[src/sv/wtv_pkg.sv]
// shared types and codes for the wavetable voice
`timescale 1ns / 1ps

package wtv_pkg;

    // request codes carried by req_type
    localparam logic [2:0] REQ_TICK     = 3'd0;
    localparam logic [2:0] REQ_NOTE_ON  = 3'd1;
    localparam logic [2:0] REQ_NOTE_OFF = 3'd2;
    localparam logic [2:0] REQ_WAVE_WR  = 3'd3;
    localparam logic [2:0] REQ_TUNE_WR  = 3'd4;

    // configuration register indexes
    localparam logic [2:0] CFG_WAVE_SELECT = 3'd0;
    localparam logic [2:0] CFG_GAIN        = 3'd1;
    localparam logic [2:0] CFG_ATTACK      = 3'd2;
    localparam logic [2:0] CFG_RELEASE     = 3'd3;
    localparam logic [2:0] CFG_SUSTAIN     = 3'd4;

    // envelope states
    localparam logic [2:0] ENV_IDLE    = 3'd0;
    localparam logic [2:0] ENV_ATTACK  = 3'd1;
    localparam logic [2:0] ENV_DECAY   = 3'd2;
    localparam logic [2:0] ENV_SUSTAIN = 3'd3;
    localparam logic [2:0] ENV_RELEASE = 3'd4;

    // fixed widths
    localparam int CFG_INDEX_W = 3;
    localparam int CFG_DATA_W  = 32;
    localparam int LEVEL_W     = 32;
    localparam int LEN_W       = 24;

    localparam logic [LEVEL_W-1:0] LEVEL_MAX = 32'hFFFF_FFFF;

    // divider status toward the sequencer
    typedef struct packed {
        logic busy;
        logic done;
    } div_stat_t;

endpackage

[src/sv/wtv_div.sv]
// restoring divider, one quotient bit per cycle, for envelope rates
`timescale 1ns / 1ps

module wtv_div (
    input  logic                                clk,
    input  logic                                rst_n,
    input  logic                                start,
    input  logic [wtv_pkg::LEVEL_W-1:0]         dividend,
    input  logic [wtv_pkg::LEN_W-1:0]           divisor,
    output wtv_pkg::div_stat_t                  stat,
    output logic [wtv_pkg::LEVEL_W-1:0]         quotient
);

    localparam int CNT_W = $clog2(wtv_pkg::LEVEL_W);

    logic [wtv_pkg::LEN_W-1:0]   rem_reg, rem_next;
    logic [wtv_pkg::LEVEL_W-1:0] quo_reg, quo_next;
    logic [wtv_pkg::LEN_W-1:0]   dsr_reg;
    logic [CNT_W-1:0]            cnt_reg;
    logic                        busy_reg;
    logic                        done_reg;

    logic [wtv_pkg::LEN_W:0]     rem_shift;
    logic                        fits;

    // one shift and trial subtract
    always_comb
    begin
        rem_shift = {rem_reg, quo_reg[wtv_pkg::LEVEL_W-1]};
        fits      = (rem_shift >= {1'b0, dsr_reg});
        if (fits)
        begin
            rem_next = wtv_pkg::LEN_W'(rem_shift - {1'b0, dsr_reg});
        end
        else
        begin
            rem_next = rem_shift[wtv_pkg::LEN_W-1:0];
        end
        quo_next = {quo_reg[wtv_pkg::LEVEL_W-2:0], fits};
    end

    // control
    always_ff @(posedge clk or negedge rst_n)
    begin
        if (!rst_n)
        begin
            busy_reg <= 1'b0;
            done_reg <= 1'b0;
            cnt_reg  <= '0;
        end
        else
        begin
            done_reg <= 1'b0;
            if (start)
            begin
                busy_reg <= 1'b1;
                cnt_reg  <= CNT_W'(wtv_pkg::LEVEL_W - 1);
            end
            else if (busy_reg)
            begin
                cnt_reg <= cnt_reg - 1'b1;
                if (cnt_reg == '0)
                begin
                    busy_reg <= 1'b0;
                    done_reg <= 1'b1;
                end
            end
        end
    end

    // operands and partial results
    always_ff @(posedge clk)
    begin
        if (start)
        begin
            rem_reg <= '0;
            quo_reg <= dividend;
            dsr_reg <= divisor;
        end
        else if (busy_reg)
        begin
            rem_reg <= rem_next;
            quo_reg <= quo_next;
        end
    end

    assign stat.busy = busy_reg;
    assign stat.done = done_reg;
    assign quotient  = quo_reg;

endmodule

[config.mk]
export PLATFORM = sky130hd
export DESIGN_NAME = wtv_div
export DESIGN_NICKNAME = d
export VERILOG_FILES = /design/src/sv/wtv_pkg.sv /design/src/sv/wtv_div.sv
export SDC_FILE = /design/constraint.sdc
export NUM_CORES = 1
export LEC_CHECK = 0
export BUFFER_PORTS_ARGS = -buffer_cell sky130_fd_sc_hd__buf_4
export CAP_MARGIN = 0
export CORE_MARGIN = 2
export CORE_UTILIZATION = 35
export CTS_BUF_LIST = sky130_fd_sc_hd__clkbuf_4
export DETAILED_ROUTE_END_ITERATION = 6
export SYNTH_ARGS = -nofsm -noshare
export SYNTH_HDL_FRONTEND = slang
export SYNTH_SLANG_ARGS = --single-unit
[constraint.sdc]
create_clock -name clk -period 2.7 [get_ports clk]
set_input_delay 0.81 -clock clk [delete_from_list [all_inputs] [get_ports clk]]
set_output_delay 0.81 -clock clk [all_outputs]
set_load 0.03 [all_outputs]
### Yosys cells after proc, flatten, opt, wreduce, memory -nomap -nowiden

Cells that the tools add are included.

| storage, ports and cells | value |
|---|---|
| output and inout bits | 34 |
| input bits | 59 |
| logic and storage cells | 22 |
| bits in registers | 87 |

| cells by class | value |
|---|---|
| muxes and demuxes | 11 |
| reductions and logical operators | 2 |
| magnitude comparators | 1 |
| add/sub/neg operators | 2 |

Operators by type and width:

| operator | count |
|---|---|
| $mux 32 | 2 |
| $ge 25x24->1 | 1 |
| $mux 24 | 1 |
| $sub 24x24->24 | 1 |
| $mux 5 | 2 |
| $mux 1 | 6 |
| $logic_not 5->1 | 1 |
| $sub 5x1->5 const B | 1 |
| $reduce_bool 2->1 | 1 |

### Logic depth before layout (Yosys ltp)

| depth | value |
|---|---|
| depth after elaboration | 4 |
| depth in mapped cells | 11 |
| depth with buffers taken out | 11 |

### Least setup slack after synthesis

OpenSTA, ideal clock, no wires.

| timing | value |
|---|---|
| path type | reg2reg |
| from | register quo_reg, in the netlist quotient[31] |
| to | register rem_reg[2] (netlist bit) |
| stages on the path, launching flop included | 12 |
| setup time | 0.122 ns |
| data required time | 2.578 ns |
| buffers on the path | 1 |
| setup slack | 0.088 ns |
| clock period less this slack | 2.612 ns |
| arrival time | 2.490 ns |
| cells stage by stage | edfxtp_1 -> inv_1 -> ha_1 -> nor2b_1 -> o2111a_2 -> o21bai_4 -> a2111o_1 -> a21boi_2 -> o31a_4 -> buf_12 -> nor3_1 -> a221o_1 |

| between the ends | value |
|---|---|
| longest elaborated chain between the ends | 2 |
| elaborated cells between the ends (all ways) | 3 |
| classes of those cells | 1 x add/sub; 1 x order compare; 1 x mux |

Ends and longest elaborated chain:

| what | RTL line | text |
|---|---|---|
| from (decl) | wtv_div.sv:17 | `logic [wtv_pkg::LEVEL_W-1:0] quo_reg, quo_next;` |
| from (signal assigned) | wtv_div.sv:77 | `quo_reg <= dividend;` |
| from (signal assigned) | wtv_div.sv:83 | `quo_reg <= quo_next;` |
| $sub 24x24->24 or $ge 25x24->1 (tied branches) | wtv_div.sv:33, wtv_div.sv:30 |  |
| $mux 24 (*) | wtv_div.sv:31 | `if (fits)` |
| to (signal assigned) | wtv_div.sv:82 | `rem_reg <= rem_next;` |
| to (decl) | wtv_div.sv:16 | `logic [wtv_pkg::LEN_W-1:0] rem_reg, rem_next;` |

Every way passes the cells marked *; elsewhere a longest branch is shown, timed or not.
A chain may end at the register's enable or synchronous reset.

### Final worst setup path

| timing | value |
|---|---|
| from | register dsr_reg[1] (netlist bit) |
| to | register rem_reg[17] (netlist bit) |

| between the ends | value |
|---|---|
| longest elaborated chain between the ends | 2 |
| elaborated cells between the ends (all ways) | 3 |
| classes of those cells | 1 x add/sub; 1 x order compare; 1 x mux |

Ends and longest elaborated chain:

| what | RTL line | text |
|---|---|---|
| from (decl) | wtv_div.sv:18 | `logic [wtv_pkg::LEN_W-1:0] dsr_reg;` |
| from (signal assigned) | wtv_div.sv:78 | `dsr_reg <= divisor;` |
| $sub 24x24->24 or $ge 25x24->1 (tied branches) | wtv_div.sv:33, wtv_div.sv:30 |  |
| $mux 24 (*) | wtv_div.sv:31 |  |

Marks and branches as above.

==> reports/results.txt <==
status: complete, no violations
final hold violations: 0
ANT cells: 0
gr usage total: 0.1753
minimum clock period: 2.653 ns
core area: 13880 um^2
Ys Warns: 0
Cells after Synth: 465
largest net degree at the start of global routing: 58
# IOs: 93
Worst EP required: 3.09 ns
Largest register FFs: 32
Reg2Reg Depth: 12
Max VDD drop: 0.4575 mV
Routed Antenna Nets: 0
leak pwr: 2.722 nW
first-pass GRT wire length: 20.34 mm
worst reg2reg endpoint: rem_reg[17]
Syn Std Cell Area: 4970 um^2
number of max-cap violations: 0
Post-synth EDFFs: 56
worst reg-to-reg setup slack: 0.05 ns
Vias/cell: 5.342
Worst Hold Class: in -> async
RSZ-0062 raised after global routing: yes
critical path capture point type: flip-flop
Fill cells: 1319
Seq cells post-synth: 87
Starting Density: 0.3580
Clock Latency Late Sink: 0.48 ns
initial antenna violation count: 0
Mapped Avg Cell Area: 10.69 um^2
nets: 674
Synth Flop Type: edfxtp_1
CTS tree: built
part of the cycle the worst path needs: 0.9826
Max Freq: 376.9 MHz
Startpoint Class: flip-flop
multi-input logic area: 2572 um^2
pre-CTS setup slack: -0.08579 ns
Syn Nets: 551
fraction of layout cells with a size suffix above 1: 0.3845
Synth-to-Final Area Change: 29.86%
post-synth cell types: 66
final WL: 12.68 mm
Num CTS Buffers: 9
Buffers on Ports: 92
wire per inst: 16.40 um
vias in the first global route: 4118
drc violations: 0
Initial DRC Count: 239
RR Startpoint: dsr_reg[1]
PwrDens: 873.2 nW/um^2
post-layout util: 0.4649
Site Rows: 43
CTS Root Cell: clkbuf_4
grt total ovfl: 0
crit path max fanout: 8
Seq/Total Area, Yosys: 0.4703
Worst Tran Pin Value: 0.8743 ns
Slew Viols, Final: 0
Die Ht: 123.2 um
final setup TNS: 0 ns
TritonRoute pass-1 iters: 4
clk slew on worst S/H paths: 0.14 ns
FFs w/ async S/R, synth: 0.08046
Setup CP Type: reg -> reg
Post-CTS Hold Fix Bufs: 0
Reg area: 2338 um^2
clk buf depth: 2
Vias: 4129
H-tree level count: 3
HPWL Detailed: 9.089 mm
Routability Congestion: 0.8841
CP arrival: 3.04 ns
worst hold margin: 0.1325 ns
Rel. slew slack: 0.4172
final worst setup slack: 0.04711 ns
Die ar.: 15170 um^2
CTS Sinks: 87
Final Setup Violations: 0
clock skew: 0.02350 ns
DIE WIDTH: 123.2 um
-- logic make-up (layout without fill, tap and decap cells) --
family / Yosys count / after routing / synth area share
AO/OA/AOI/OAI: 118 / 118 / 0.1803
XOR/XNOR: 21 / 21 / 0.03701
adder cells (fa/ha/maj): 27 / 27 / 0.06949
buffers and inverters: 58 / 186 / 0.05060
flip-flops: 87 / 87 / 0.4703
multiplexers: 34 / 34 / 0.07654
AND/OR/NAND/NOR: 120 / 120 / 0.1158
-- worst max path at each step --
stage                             from     endpoint  slack [ns]  cells after the start
after floorplan           quotient[31]   rem_reg[2]        0.09                     11
after global placement      dsr_reg[1]  rem_reg[10]        0.02                     10
after detailed placement    dsr_reg[1]  rem_reg[10]       -0.09                     10
after CTS                   dsr_reg[1]  rem_reg[16]      -0.003                     11
after global routing        dsr_reg[6]   rem_reg[8]       -0.07                     12
final                       dsr_reg[1]  rem_reg[17]        0.05                     12
-- power by group --
| group | total (mW) | switching [mW] | leakage, nW | internal [mW] |
|---|---|---|---|---|
| Sequential | 1.88 | 0.199 | 0.842 | 1.68 |
| Combinational | 2.97 | 1.61 | 1.80 | 1.36 |
| Clock | 0.788 | 0.488 | 0.0774 | 0.299 |
-- repair_timing --
item,4_1_cts,5_1_grt
setup buffers,4,7
endpoints found under the setup margin,14,25
gates cloned,0,0
pin swaps,5,23
resized for setup,4,43
-- through the flow --
stage / total power [mW] / cell area [um^2] / instances
after global placement: 4.510 / 6016 / 746
after floorplan: 3.727 / 4970 / 465
after detailed placement: 4.546 / 6016 / 746
final: 5.635 / 6454 / 773
after global routing: 6.011 / 6454 / 773
after CTS: 5.393 / 6212 / 766
-- worst max-delay path, stage by stage, from the launching register on --
cell and delay (ns):
edfxtp_1 0.38, inv_2 0.05, ha_4 0.26, nor2b_4 0.13
o2111a_2 0.23, o21bai_4 0.08, a2111o_1 0.47, a21boi_4 0.22
o31a_4 0.24, buf_6 0.15, buf_4 0.11, o221ai_1 0.12
o311ai_1 0.12
-- routing by layer --
metal,global-route usage,vias up,share of wire
li1,-,1995,-
met1,0.2240,1953,0.44
met2,0.2706,158,0.45
met3,0.06965,23,0.088
met4,0.05824,0,0.017
met5,0,-,0
-- synthesized netlist by cell type, types with 3 or more instances --
| cell type | n | area, um^2 |
|---|---|---|
| a211oi_1 | 4 | 30.03 |
| a21o_1 | 8 | 60.06 |
| a21oi_1 | 18 | 90.09 |
| a311oi_1 | 11 | 96.34 |
| a31oi_1 | 4 | 25.02 |
| and3_1 | 4 | 25.02 |
| buf_1 | 5 | 18.77 |
| buf_2 | 5 | 25.02 |
| buf_4 | 3 | 22.52 |
| clkbuf_1 | 7 | 26.28 |
| dfrtp_1 | 7 | 175.2 |
| dfxtp_1 | 24 | 480.5 |
| edfxtp_1 | 56 | 1682 |
| ha_1 | 26 | 325.3 |
| inv_1 | 37 | 138.9 |
| mux2_2 | 32 | 360.4 |
| nand2_1 | 29 | 108.9 |
| nand3_1 | 22 | 110.1 |
| nand4_1 | 4 | 25.02 |
| nor2_1 | 29 | 108.9 |
| nor2b_1 | 5 | 31.28 |
| nor3_1 | 11 | 55.05 |
| o211ai_1 | 7 | 52.55 |
| o21a_1 | 5 | 37.54 |
| o21ai_0 | 17 | 85.08 |
| o21ai_1 | 5 | 25.02 |
| o22ai_1 | 3 | 18.77 |
| o311ai_0 | 3 | 26.28 |
| o31ai_1 | 4 | 30.03 |
| or3_1 | 4 | 25.02 |
| xnor2_1 | 15 | 131.4 |
| xor2_1 | 6 | 52.55 |
-- area by class of cell --
type                            instances  share of cell area
Tap cell                              180             0.03490
Sequential cell                        87              0.3623
Inverter                               37             0.02152
Timing Repair Buffer                  133              0.1603
Clock inverter                          6             0.01066
Multi-Input combinational cell        320              0.3986
Clock buffer                           10             0.01163
-- layout by cell type (no fill, tap or decap), types with 8 or more instances in the layout --
master      n
a21o_1      8
a21oi_1    16
a311oi_1    9
buf_4     128
clkbuf_4   10
dfxtp_1    23
edfxtp_1   56
ha_1       19
inv_1      35
mux2_2     32
nand2_1    29
nand3_1    21
nor2_1     28
nor3_1      9
o21ai_0    11
o21ai_1     8
xnor2_1    15
(Power assumes the default switching activity.)
